$ cat src/rtl/core/sparse_column_elimination_weights_defines.svh
// Assertion macros for the sparse column elimination weights block.
// Used by the top level only; no other dependencies.
`ifndef SPARSE_COLUMN_ELIMINATION_WEIGHTS_DEFINES_SVH
`define SPARSE_COLUMN_ELIMINATION_WEIGHTS_DEFINES_SVH

// Assert an implication on every rising clock edge, disabled during reset.
`define SCEW_ASSERT_IMPL(label, clk, rst_n, ante, cons, msg) \
  label: assert property (@(posedge clk) disable iff (!rst_n) (ante) |-> (cons)) \
    else $error(msg);

// Assert an implication whose consequent is checked in the next cycle, disabled during reset.
`define SCEW_ASSERT_NEXT(label, clk, rst_n, ante, cons, msg) \
  label: assert property (@(posedge clk) disable iff (!rst_n) (ante) |=> (cons)) \
    else $error(msg);

`endif

$ cat src/rtl/core/scew_pkg.sv
// Package for the sparse column elimination weights block.
// Holds shared constants and the controller/datapath command and status types.
`default_nettype none
package scew_pkg;

  localparam int unsigned MaxColumnEntriesDefault = 16;
  localparam int unsigned NodeBitsDefault         = 16;

  localparam int unsigned ValueBits = 32;
  localparam int unsigned CrowBits  = 16;
  localparam int unsigned ColBits   = 16;
  localparam int unsigned PosBits   = 32;

  // Commands from controller to datapath
  typedef struct packed {
    logic capture;    // register accepted input transaction
    logic absorb;     // update buffer / diagonal from captured item
    logic div_start;  // start reciprocal division
    logic div_step;   // one division iteration
    logic div_finish; // sign and saturate quotient into q
    logic rd_addr;    // read buffer entry at drain index
    logic mul;        // multiply read value by q
    logic load_out;   // load output register (weight or affine)
    logic affine;     // output is the affine result
    logic clear;      // column end: reset column state
  } scew_cmd_t;

  // Status from datapath to controller
  typedef struct packed {
    logic is_last;    // captured item closes the column
    logic is_diag;    // captured item is the diagonal
    logic div_done;   // division iterations complete
    logic drain_more; // drain index below buffered count
  } scew_sts_t;

endpackage
`default_nettype wire

$ cat src/rtl/core/scew_ctrl.sv
// Controller state machine for the elimination weights block.
// Depends on scew_pkg for command and status types.
`default_nettype none
module scew_ctrl (
  input  wire logic               clk,
  input  wire logic               rst_n,
  input  wire logic               in_valid,
  output logic                    in_stall,
  output logic                    out_valid,
  input  wire logic               out_stall,
  input  wire scew_pkg::scew_sts_t sts,
  output scew_pkg::scew_cmd_t     cmd
);
  import scew_pkg::*;

  typedef enum logic [2:0] {
    S_IDLE, S_ABSORB, S_DIV, S_DIVEND, S_RD, S_MUL, S_OUT, S_AFF
  } state_t;

  state_t state_r, state_nxt;
  logic   out_valid_r, out_valid_nxt;
  logic   out_take;

  assign out_take  = out_valid_r && !out_stall;
  assign out_valid = out_valid_r;
  assign in_stall  = (state_r != S_IDLE);

  // Command decode
  always_comb begin
    cmd = '0;
    unique case (state_r)
      S_IDLE:   cmd.capture = in_valid;
      S_ABSORB: begin
        cmd.absorb    = 1'b1;
        cmd.div_start = sts.is_diag;
      end
      S_DIV:    cmd.div_step = 1'b1;
      S_DIVEND: cmd.div_finish = 1'b1;
      S_RD:     cmd.rd_addr = sts.drain_more && !out_valid_r;
      S_MUL:    cmd.mul = 1'b1;
      S_OUT:    cmd.load_out = !out_valid_r;
      S_AFF: begin
        cmd.load_out = !out_valid_r;
        cmd.affine   = 1'b1;
        cmd.clear    = !out_valid_r;
      end
      default: cmd = '0;
    endcase
  end

  // Next state
  always_comb begin
    state_nxt     = state_r;
    out_valid_nxt = out_valid_r && !out_take;
    unique case (state_r)
      S_IDLE:   if (in_valid) state_nxt = S_ABSORB;
      S_ABSORB: begin
        if (sts.is_diag) state_nxt = S_DIV;
        else if (sts.is_last) state_nxt = S_RD;
        else state_nxt = S_IDLE;
      end
      S_DIV:    if (sts.div_done) state_nxt = S_DIVEND;
      S_DIVEND: state_nxt = sts.is_last ? S_RD : S_IDLE;
      S_RD: begin
        if (!sts.drain_more) state_nxt = S_AFF;
        else if (!out_valid_r) state_nxt = S_MUL;
      end
      S_MUL:    state_nxt = S_OUT;
      S_OUT: begin
        if (!out_valid_r) begin
          out_valid_nxt = 1'b1;
          state_nxt     = S_RD;
        end
      end
      S_AFF: begin
        if (!out_valid_r) begin
          out_valid_nxt = 1'b1;
          state_nxt     = S_IDLE;
        end
      end
      default: state_nxt = S_IDLE;
    endcase
  end

  // State and registered output valid
  always_ff @(posedge clk) begin
    if (!rst_n) begin
      state_r     <= S_IDLE;
      out_valid_r <= 1'b0;
    end else begin
      state_r     <= state_nxt;
      out_valid_r <= out_valid_nxt;
    end
  end

endmodule
`default_nettype wire

$ cat src/rtl/core/scew_dp.sv
// Datapath: column buffer, serial reciprocal divider, weight multiplier.
// Depends on scew_pkg; driven by scew_ctrl commands.
`default_nettype none
module scew_dp #(
  parameter int unsigned MAX_COLUMN_ENTRIES = scew_pkg::MaxColumnEntriesDefault,
  parameter int unsigned NODE_BITS          = scew_pkg::NodeBitsDefault
) (
  input  wire logic                clk,
  input  wire logic                rst_n,
  input  wire scew_pkg::scew_cmd_t cmd,
  output scew_pkg::scew_sts_t      sts,
  input  wire logic [15:0]         in_column_node,
  input  wire logic [15:0]         in_row_node,
  input  wire logic signed [16:0]  in_coarse_row,
  input  wire logic signed [31:0]  in_entry_value,
  input  wire logic                in_column_last,
  output logic                     out_is_affine,
  output logic [15:0]              out_coarse_row,
  output logic [15:0]              out_column,
  output logic [31:0]              out_entry_position,
  output logic signed [31:0]       out_result_value,
  output logic                     out_diag_error,
  output logic                     out_overflow,
  output logic                     out_last_of_run
);
  import scew_pkg::*;

  localparam int unsigned IdxBits = $clog2(MAX_COLUMN_ENTRIES);
  localparam int unsigned CntBits = $clog2(MAX_COLUMN_ENTRIES + 1);
  localparam int unsigned NbEff   = (NODE_BITS > 16) ? 16 : NODE_BITS;
  localparam logic [CntBits-1:0] MaxCnt = CntBits'(MAX_COLUMN_ENTRIES);

  // Captured input transaction
  logic [15:0]        col_r, row_r;
  logic signed [16:0] crow_r;
  logic signed [31:0] val_r;
  logic               last_r;

  // Column state
  logic [CrowBits-1:0]  row_mem [MAX_COLUMN_ENTRIES];
  logic [ValueBits-1:0] val_mem [MAX_COLUMN_ENTRIES];
  logic [CntBits-1:0]   cnt_r, idx_r;
  logic signed [31:0]   q_r;
  logic                 diag_seen_r, ovf_r;
  logic [PosBits-1:0]   pos_r;

  // Divider: 33-bit quotient of (2^32 + mag/2) / mag, restoring
  logic [32:0] dividend_r, quo_r;
  logic [32:0] rem_r;
  logic [31:0] mag_r;
  logic        neg_r;
  logic [5:0]  dcnt_r;
  logic [33:0] rem_sh;
  logic [33:0] rem_sub;

  // Drain path
  logic [CrowBits-1:0]  rd_row_r;
  logic signed [31:0]   rd_val_r;
  logic signed [63:0]   prod_r;

  logic is_diag;
  assign is_diag = (row_r[NbEff-1:0] == col_r[NbEff-1:0]);

  assign sts.is_last    = last_r;
  assign sts.is_diag    = is_diag;
  assign sts.div_done   = (dcnt_r == 6'd0);
  assign sts.drain_more = (idx_r < cnt_r);

  assign rem_sh  = {rem_r, dividend_r[32]};
  assign rem_sub = rem_sh - {2'b0, mag_r};

  // Weight rounding of -(a*q): add half, floor shift, saturate
  logic signed [64:0] p_w;
  logic signed [48:0] r_w;
  logic signed [31:0] wt_w;
  always_comb begin
    p_w = -{prod_r[63], prod_r} + 65'sd32768;
    r_w = p_w[64:16];
    if (r_w > 49'sh7FFFFFFF) wt_w = 32'sh7FFFFFFF;
    else if (r_w < -49'sh80000000) wt_w = 32'sh80000000;
    else wt_w = r_w[31:0];
  end

  // Reciprocal finish: sign and saturate quotient
  logic signed [31:0] q_fin;
  always_comb begin
    if (!neg_r) q_fin = (quo_r > 33'h07FFFFFFF) ? 32'sh7FFFFFFF : quo_r[31:0];
    else if (quo_r >= 33'h080000000) q_fin = 32'sh80000000;
    else q_fin = -$signed(quo_r[31:0]);
  end

  // Control-state registers
  always_ff @(posedge clk) begin
    if (!rst_n) begin
      cnt_r       <= '0;
      idx_r       <= '0;
      q_r         <= '0;
      diag_seen_r <= 1'b0;
      ovf_r       <= 1'b0;
      pos_r       <= '0;
      dcnt_r      <= '0;
    end else begin
      if (cmd.absorb && !is_diag && !crow_r[16]) begin
        if (cnt_r < MaxCnt) cnt_r <= cnt_r + 1'b1;
        else ovf_r <= 1'b1;
      end
      if (cmd.div_start) begin
        dcnt_r      <= 6'd33;
        diag_seen_r <= (val_r != 0);
      end else if (cmd.div_step && dcnt_r != 6'd0) begin
        dcnt_r <= dcnt_r - 6'd1;
      end
      if (cmd.div_finish) q_r <= (mag_r == 32'd0) ? 32'sd0 : q_fin;
      if (cmd.rd_addr) idx_r <= idx_r + 1'b1;
      if (cmd.load_out && !cmd.affine) pos_r <= pos_r + 32'd1;
      if (cmd.clear) begin
        cnt_r       <= '0;
        idx_r       <= '0;
        q_r         <= '0;
        diag_seen_r <= 1'b0;
        ovf_r       <= 1'b0;
      end
    end
  end

  // Payload registers and buffer memory
  always_ff @(posedge clk) begin
    if (cmd.capture) begin
      col_r  <= in_column_node;
      row_r  <= in_row_node;
      crow_r <= in_coarse_row;
      val_r  <= in_entry_value;
      last_r <= in_column_last;
    end
    if (cmd.absorb && !is_diag && !crow_r[16] && cnt_r < MaxCnt) begin
      row_mem[cnt_r[IdxBits-1:0]] <= crow_r[15:0];
      val_mem[cnt_r[IdxBits-1:0]] <= val_r;
    end
    if (cmd.div_start) begin
      neg_r      <= val_r[31];
      mag_r      <= val_r[31] ? (~val_r + 32'd1) : val_r;
      dividend_r <= 33'h100000000 +
                    {1'b0, (val_r[31] ? (~val_r + 32'd1) : val_r) >> 1};
      rem_r      <= '0;
      quo_r      <= '0;
    end else if (cmd.div_step && dcnt_r != 6'd0) begin
      dividend_r <= {dividend_r[31:0], 1'b0};
      if (!rem_sub[33]) begin
        rem_r <= rem_sub[32:0];
        quo_r <= {quo_r[31:0], 1'b1};
      end else begin
        rem_r <= rem_sh[32:0];
        quo_r <= {quo_r[31:0], 1'b0};
      end
    end
    if (cmd.rd_addr) begin
      rd_row_r <= row_mem[idx_r[IdxBits-1:0]];
      rd_val_r <= val_mem[idx_r[IdxBits-1:0]];
    end
    if (cmd.mul) prod_r <= rd_val_r * (diag_seen_r ? q_r : 32'sd0);
    if (cmd.load_out) begin
      out_is_affine      <= cmd.affine;
      out_coarse_row     <= cmd.affine ? 16'd0 : rd_row_r;
      out_column         <= col_r;
      out_entry_position <= pos_r;
      out_result_value   <= cmd.affine ? (diag_seen_r ? q_r : 32'sd0) : wt_w;
      out_diag_error     <= !diag_seen_r;
      out_overflow       <= ovf_r;
      out_last_of_run    <= cmd.affine;
    end
  end

endmodule
`default_nettype wire

$ cat src/rtl/core/sparse_column_elimination_weights.sv
// Top level of the sparse column elimination weights block.
// Uses scew_pkg, scew_ctrl, scew_dp and the assertion macro header.
`default_nettype none
`include "sparse_column_elimination_weights_defines.svh"
// Takes one nonzero of a fine column per transaction and holds one item at
// a time. An off-diagonal item is captured and absorbed; a diagonal item is
// also run through the bit-serial reciprocal divider (one quotient bit per
// cycle, 33 bits). At column end each buffered coarse entry is drained with
// a read, a multiply and a load of the output register, and the next read
// waits for the output register to empty; the drain goes through the single
// buffer read port and the 32x32 multiplier, then the affine result follows;
// the output register holds a result until taken.
module sparse_column_elimination_weights #(
  parameter int unsigned MAX_COLUMN_ENTRIES = scew_pkg::MaxColumnEntriesDefault,
  parameter int unsigned NODE_BITS          = scew_pkg::NodeBitsDefault
) (
  input  wire logic               clk,
  input  wire logic               rst_n,
  input  wire logic               in_valid,
  output logic                    in_stall,
  input  wire logic [15:0]        in_column_node,
  input  wire logic [15:0]        in_row_node,
  input  wire logic signed [16:0] in_coarse_row,
  input  wire logic signed [31:0] in_entry_value,
  input  wire logic               in_column_last,
  output logic                    out_valid,
  input  wire logic               out_stall,
  output logic                    out_is_affine,
  output logic [15:0]             out_coarse_row,
  output logic [15:0]             out_column,
  output logic [31:0]             out_entry_position,
  output logic signed [31:0]      out_result_value,
  output logic                    out_diag_error,
  output logic                    out_overflow,
  output logic                    out_last_of_run
);
  import scew_pkg::*;

  scew_cmd_t cmd;
  scew_sts_t sts;

  scew_ctrl u_ctrl (
    .clk       (clk),
    .rst_n     (rst_n),
    .in_valid  (in_valid),
    .in_stall  (in_stall),
    .out_valid (out_valid),
    .out_stall (out_stall),
    .sts       (sts),
    .cmd       (cmd)
  );

  scew_dp #(
    .MAX_COLUMN_ENTRIES (MAX_COLUMN_ENTRIES),
    .NODE_BITS          (NODE_BITS)
  ) u_dp (
    .clk                (clk),
    .rst_n              (rst_n),
    .cmd                (cmd),
    .sts                (sts),
    .in_column_node     (in_column_node),
    .in_row_node        (in_row_node),
    .in_coarse_row      (in_coarse_row),
    .in_entry_value     (in_entry_value),
    .in_column_last     (in_column_last),
    .out_is_affine      (out_is_affine),
    .out_coarse_row     (out_coarse_row),
    .out_column         (out_column),
    .out_entry_position (out_entry_position),
    .out_result_value   (out_result_value),
    .out_diag_error     (out_diag_error),
    .out_overflow       (out_overflow),
    .out_last_of_run    (out_last_of_run)
  );

  // Output register is only loaded when empty
  `SCEW_ASSERT_IMPL(a_load_empty, clk, rst_n, cmd.load_out, !out_valid, "load over full output")
  // No input taken while a column drains
  `SCEW_ASSERT_IMPL(a_no_accept_busy, clk, rst_n, cmd.mul || cmd.rd_addr, in_stall, "accept during drain")
  // Affine result always closes a run
  `SCEW_ASSERT_IMPL(a_affine_last, clk, rst_n, out_valid, out_is_affine == out_last_of_run, "affine/last mismatch")
  // A diagonal start leads into division iterations
  `SCEW_ASSERT_NEXT(a_div_follows, clk, rst_n, cmd.div_start, cmd.div_step, "division not started")

endmodule
`default_nettype wire

$ cat config.mk
export PLATFORM = sky130hd
export DESIGN_NAME = sparse_column_elimination_weights
export DESIGN_NICKNAME = d
export VERILOG_FILES = /design/src/rtl/core/scew_pkg.sv /design/src/rtl/core/scew_ctrl.sv /design/src/rtl/core/scew_dp.sv /design/src/rtl/core/sparse_column_elimination_weights.sv
export VERILOG_INCLUDE_DIRS = /design/src /design/src/rtl/core
export SDC_FILE = /design/constraint.sdc
export NUM_CORES = 2
export LEC_CHECK = 0
export BUFFER_PORTS_ARGS = -buffer_cell sky130_fd_sc_hd__buf_2
export CORE_ASPECT_RATIO = 0.8
export CORE_MARGIN = 8
export CORE_UTILIZATION = 60
export DETAILED_ROUTE_END_ITERATION = 8
export PLACE_DENSITY_LB_ADDON = 0.08
export SYNTH_ARGS = -nofsm -noshare
export SYNTH_HDL_FRONTEND = slang
export SYNTH_SLANG_ARGS = --single-unit
$ cat constraint.sdc
create_clock -name clk -period 26.1 [get_ports clk]
set_clock_uncertainty 0.2 [all_clocks]
set_input_delay 5.22 -clock clk [delete_from_list [all_inputs] [get_ports clk]]
set_output_delay 5.22 -clock clk [all_outputs]
set_load 0.05 [all_outputs]
== Word-level counts from Yosys, hierarchy flattened ==
Memories as Yosys holds them, arrays and structs flattened. A register that Yosys moved wholly into a read port is not among the register bits.
Index checks and enable logic that the tools add are counted.
Storage, ports and cells
  flip-flop bits (word level): 463
  RAM bits: 768
  memories: 2
  output and inout port bits: 102
  bits of input ports: 86
Operators by class
  bitwise operators: 3
  order comparisons: 6
  equal/unequal tests: 13
  reduce and logical (&&, ||, !) cells: 28
  multipliers: 1
  multiplexer cells: 37
  $add $sub $neg: 10
Memories
  u_dp.val_mem: depth 16, width 32, read ports 1, clocked after memory_dff 1, wr ports 1, line scew_dp.sv:41  | logic [ValueBits-1:0] val_mem [MAX_COLUMN_ENTRIES];
  u_dp.row_mem: depth 16, width 16, read ports 1, clocked after memory_dff 1, wr ports 1, line scew_dp.sv:40  | logic [CrowBits-1:0] row_mem [MAX_COLUMN_ENTRIES];
Operators with widths (count)
  32-bit two-way mux: 9
  33-bit two-way mux: 3
  65-bit by 16-bit adder with 65-bit output (second input constant): 1
  65-bit negator: 1
  32-bit by 1-bit adder with 32-bit output (second input constant): 2
  32-bit by 64-bit multiplier with 64-bit output: 1
  64-bit two-way mux: 1
  49-bit by 32-bit greater-than comparator with 1-bit output (second input constant): 1
  49-bit by 32-bit less-than comparator with 1-bit output (second input constant): 1
  34-bit by 32-bit subtractor with 34-bit output: 1
  33-bit by 31-bit adder with 33-bit output (first input constant): 1
  33-bit by 32-bit >= comparator with 1-bit output (second input constant): 1
  33-bit by 31-bit greater-than comparator with 1-bit output (second input constant): 1
  32-bit zero test: 1
  32-bit negator: 1
  32-bit inverter: 1
  32-bit nonzero test: 1
  3-bit two-way mux: 8
  3-bit case mux with 8 select lines: 1
  16-bit equality test: 1
  3-bit equality test (second input constant): 4
  6-bit two-way mux: 2
  1-bit two-way mux: 11
  5-bit by 1-bit adder with 5-bit output (second input constant): 2
  19 further kinds: 41

== Longest topological paths before layout ==
  depth in word-level cells: 7
  gate-level depth with buffers: 34

== Cells and area by module ==
A second synthesis with hierarchy kept.
Unflattened totals
  cell total of the unflattened synthesis: 7027
  area total of the unflattened synthesis: 87838.0 µm²
By module, submodules not included
  scew_dp: area an instance 87520.2 µm², times used 1, cells each 6989
  scew_ctrl: area an instance 317.8 µm², times used 1, cells each 38

== Worst setup path before layout ==
Ideal clock, no wire load.
  path type: input -> register
  from: in in_valid
  to: reg u_dp.col_r[0] (enable)
  path buffers: 0
  data arrival time: 8651 ps
  slack: 16726 ps
  stages: 2
  library setup time: 523 ps
  path through: inv_1 nor2_1
RTL lines
  from (decl): line sparse_column_elimination_weights.sv:19  | input wire logic in_valid,
  to (signal assigned): line scew_dp.sv:129  | col_r <= in_column_node;
  to (decl): line scew_dp.sv:34  | logic [15:0] col_r, row_r;

== Final worst setup path ==
  from: reg u_dp.diag_seen_r
  to: reg u_dp.prod_r[63] (data pin)
On the way
  cells in the longest elaborated chain, start to end: 2
Ends and longest elaborated chain
  from (decl): line scew_dp.sv:44  | logic diag_seen_r, ovf_r;
  from (signal assigned): line scew_dp.sv:109  | diag_seen_r <= (val_r != 0);
  64-bit two-way mux: line scew_dp.sv:160  | if (cmd.mul) prod_r <= rd_val_r * (diag_seen_r ? q_r : 32'sd0);
  32-bit by 64-bit multiplier with 64-bit output: line scew_dp.sv:160
  to (signal assigned): line scew_dp.sv:160
  to (decl): line scew_dp.sv:59  | logic signed [63:0] prod_r;
No other way between the ends.
A chain may end at the register's enable or synchronous reset.

==> impl_results.md <==
* WS Path Type: reg -> reg
* Post-CTS setup repair buffer count at 0
* Number of cell instances on the worst register-to-register path at 29
* Routed length per placed instance at 25.3 um
* DR vias/cell at 6.07
* Remaining antenna violation count at 0
* Ratio of cells with drive above 1 in the final layout at 0.119
* Die outline width at 442 um
* Max-slew violation count at 0
* Final layout net count at 8423
* Number of gates resized after cts at 0
* Result of the run: finished clean
* First-pass GRT wire length at 354 mm
* Worst setup slack after layout at 14470 ps
* Synth cell count leaders: sky130_fd_sc_hd__edfxtp_1 (1127), sky130_fd_sc_hd__inv_1 (1104), sky130_fd_sc_hd__fa_1 (1083)
* Number of buffers added on ports at 187
* Depth of the critical timing path with buffers and inverters included at 29
* Detailed Place HPWL at 153 mm
* DIE AREA at 158000 sq um
* Post-route setup TNS at 0 ps
* Synthesized Nets at 8349
* Initial Util at 0.602
* Number of levels the H-tree was split into at 4
* FP Rows at 125
* Clock root buffer master: sky130_fd_sc_hd__clkbuf_16
* GPL Wtd Cong at 0.954
* Area share of the largest cell type after synthesis at 0.388
* Clock net sink count at 1279
* Most Frequent Cell on Critical Path: sky130_fd_sc_hd__fa_1
* Data arrival time of the worst path at 11940 ps
* Gate family responsible for the most delay along the worst path: adder cells
* Cell leakage power at 39.9 nW
* Antenna violations before repair at 12
* Mapped cell area at 87200 sq um
* Fmax at 0.0860 GHz
* RSZ-0062 raised after global routing: no
* Share of synthesized registers carrying an async set or reset at 0
* Via total after detailed routing at 54968
* # DRC at 0
* Final setup violation count at 0
* CTS tree: done
* Fraction of the yosys area taken by sequential cells at 0.423
* Count of hold buffers inserted by post-cts repair at 0
* Min Clock Period, post-route at 11630 ps
* I/O pin total at 188
* Global routing's busiest layer: met2
* Post-route fraction of the period consumed by the critical path at 0.446
* GR Layer Usage met3 at 0.0748
* Hold_sp: u_dp.ovf_r
* Endpoint of the worst-slack reg-to-reg timing path: u_dp.prod_r[63]
* Measured slew at the worst slew-check pin at 1110 ps
* Post-layout total power at 4.25 mW
* Mean post-synth cell area at 12.6 sq um
* WHS Path Cells at 0
* Cell at the slowest stage of the critical path: sky130_fd_sc_hd__a2111oi_2
* Number of DRC violations after detailed-routing iteration 0 at 5960
* Via count of the first global-routing pass at 57398
* Fill count at 10738
* Cell with the most instances after synthesis: sky130_fd_sc_hd__edfxtp_1
* Cell type contributing the most total cell area after synthesis: sky130_fd_sc_hd__edfxtp_1
* Worst slew margin relative to its limit at 0.260
* Number of hold-slack violations in the final timing report at 0
* Min-Delay Endpoint: u_dp.out_overflow
* Met1 routing resource usage after global routing at 0.427
* Launching point of the worst reg2reg path: u_dp.diag_seen_r
* Worst reg2reg setup slack at 14470 ps
* Number of distinct library cells after synthesis at 78
* Cell Pwr Density at 44.9 nW/um^2
* Peak fanout along the critical path at 99
* Min-Delay Path Class: reg -> reg
* TritonRoute pass-1 iters at 6
* Maximum number of pins on one net before global-route repair at 108
* Synth top area cells: sky130_fd_sc_hd__edfxtp_1 (39%), sky130_fd_sc_hd__fa_1 (25%), sky130_fd_sc_hd__mux4_2 (6.2%)
* Number of flip-flops and latches in the synthesized netlist at 1279
* Met2 demand-to-capacity share in global routing at 0.453
* Clock buffers created by TritonCTS at 133
* Global route overflow at 0
* Cell count after synthesis at 6950
* Setup crit start kind: flip-flop
* Die height at 357 um
* Combined area of the multi-input logic cells at 44900 sq um
* Register cell area after layout at 36900 sq um
* Synthesis-to-layout area growth at 8.55%
* Critical Path Max Stage Delay at 990 ps
* Routed wire length at 229 mm
* Core footprint at 145000 sq um
* EDFF count, synth at 1127
* Highest ir drop seen on vdd at 0.0729 mV
* Data required, critical path at 26410 ps
* Clock-pin transition on the worst setup and hold timing paths at 60 ps
* Endpoint kind of the worst setup timing path: flip-flop
* Yosys Warn Count at 0
* Dominant register cell in the synthesized netlist: sky130_fd_sc_hd__edfxtp_1
* Max-cap violation count at 0
* Source-to-sink clock delay at the later pin of the worst-skew pair at 780 ps
* All-Layer GR Usage at 0.295
* Placement-stage worst setup slack at 14600 ps
* Buffer and inverter count on the worst path at 7
* Clk buf depth at 3
[sequential cells by signal, summed over array words and instances (netlist names), 33 cells and up]
signal / flops
u_dp.prod_r: 64
u_dp.quo_r: 33
u_dp.val_mem: 512
u_dp.rem_r: 33
u_dp.row_mem: 256
u_dp.dividend_r: 33
[power by group]
part / internal [mW] / switching [mW] / total [mW]
Clock: 1.05 / 0.818 / 1.87
Sequential: 2.25 / 0.0355 / 2.29
Combinational: 0.0330 / 0.0612 / 0.0942
[layer usage]
metal  wire length, um  share of wire  vias up
met1             94700           0.41    28346
met2            103000           0.45     2776
li1                  -              -    23442
met3             24400           0.11      400
met5                23        0.00010        -
met4              6550          0.029        4
[cells in the final DEF (no fill, tap or decap), drive strengths merged, types with 171 or more instances in the layout]
master and count:
edfxtp 1127, inv 1108, fa 1083, nand2 764, and3 477, buf 333, mux4 240, ha 230
nor2 223, clkbuf 171
[worst max path at each step]
stage,startpoint,end
after floorplan,in_valid,u_dp.col_r[0]
after global placement,u_dp.diag_seen_r,u_dp.prod_r[63]
after detailed placement,u_dp.diag_seen_r,u_dp.prod_r[63]
after CTS,u_dp.diag_seen_r,u_dp.prod_r[63]
after global routing,u_dp.diag_seen_r,u_dp.prod_r[63]
final,u_dp.diag_seen_r,u_dp.prod_r[63]
[per-stage QoR]
| stage | hold slack [ps] | cell area, sq um | instances | util |
|---|---|---|---|---|
| final | 232 | 94700 | 9052 | 0.654 |
| after global routing | 250 | 94600 | 9035 | 0.654 |
| after CTS | 243 | 94600 | 9035 | 0.654 |
| after detailed placement | 214 | 90300 | 8794 | 0.624 |
| after global placement | 222 | 90300 | 8794 | 0.624 |
| after floorplan | 199 | 87200 | 6950 | - |
[cells by family after synthesis]
group                    share of synthesized area
multiplexers                                0.0698
buffers and inverters                       0.0647
AND/OR/NAND/NOR                              0.103
AO/OA/AOI/OAI                               0.0390
XOR/XNOR                                    0.0195
flip-flops                                   0.423
adder cells (fa/ha/maj)                      0.282
[area by class of cell]
cell class | instances | share of cell area
clock inverter | 70 | 0.00803
tap | 1905 | 0.0252
inverter | 1105 | 0.0438
clock buffer | 171 | 0.0374
sequential | 1279 | 0.390
timing repair buffer | 333 | 0.0215
antenna | 17 | 0.000449
multi-input combinational | 4172 | 0.474
(Power assumes the default switching activity.)
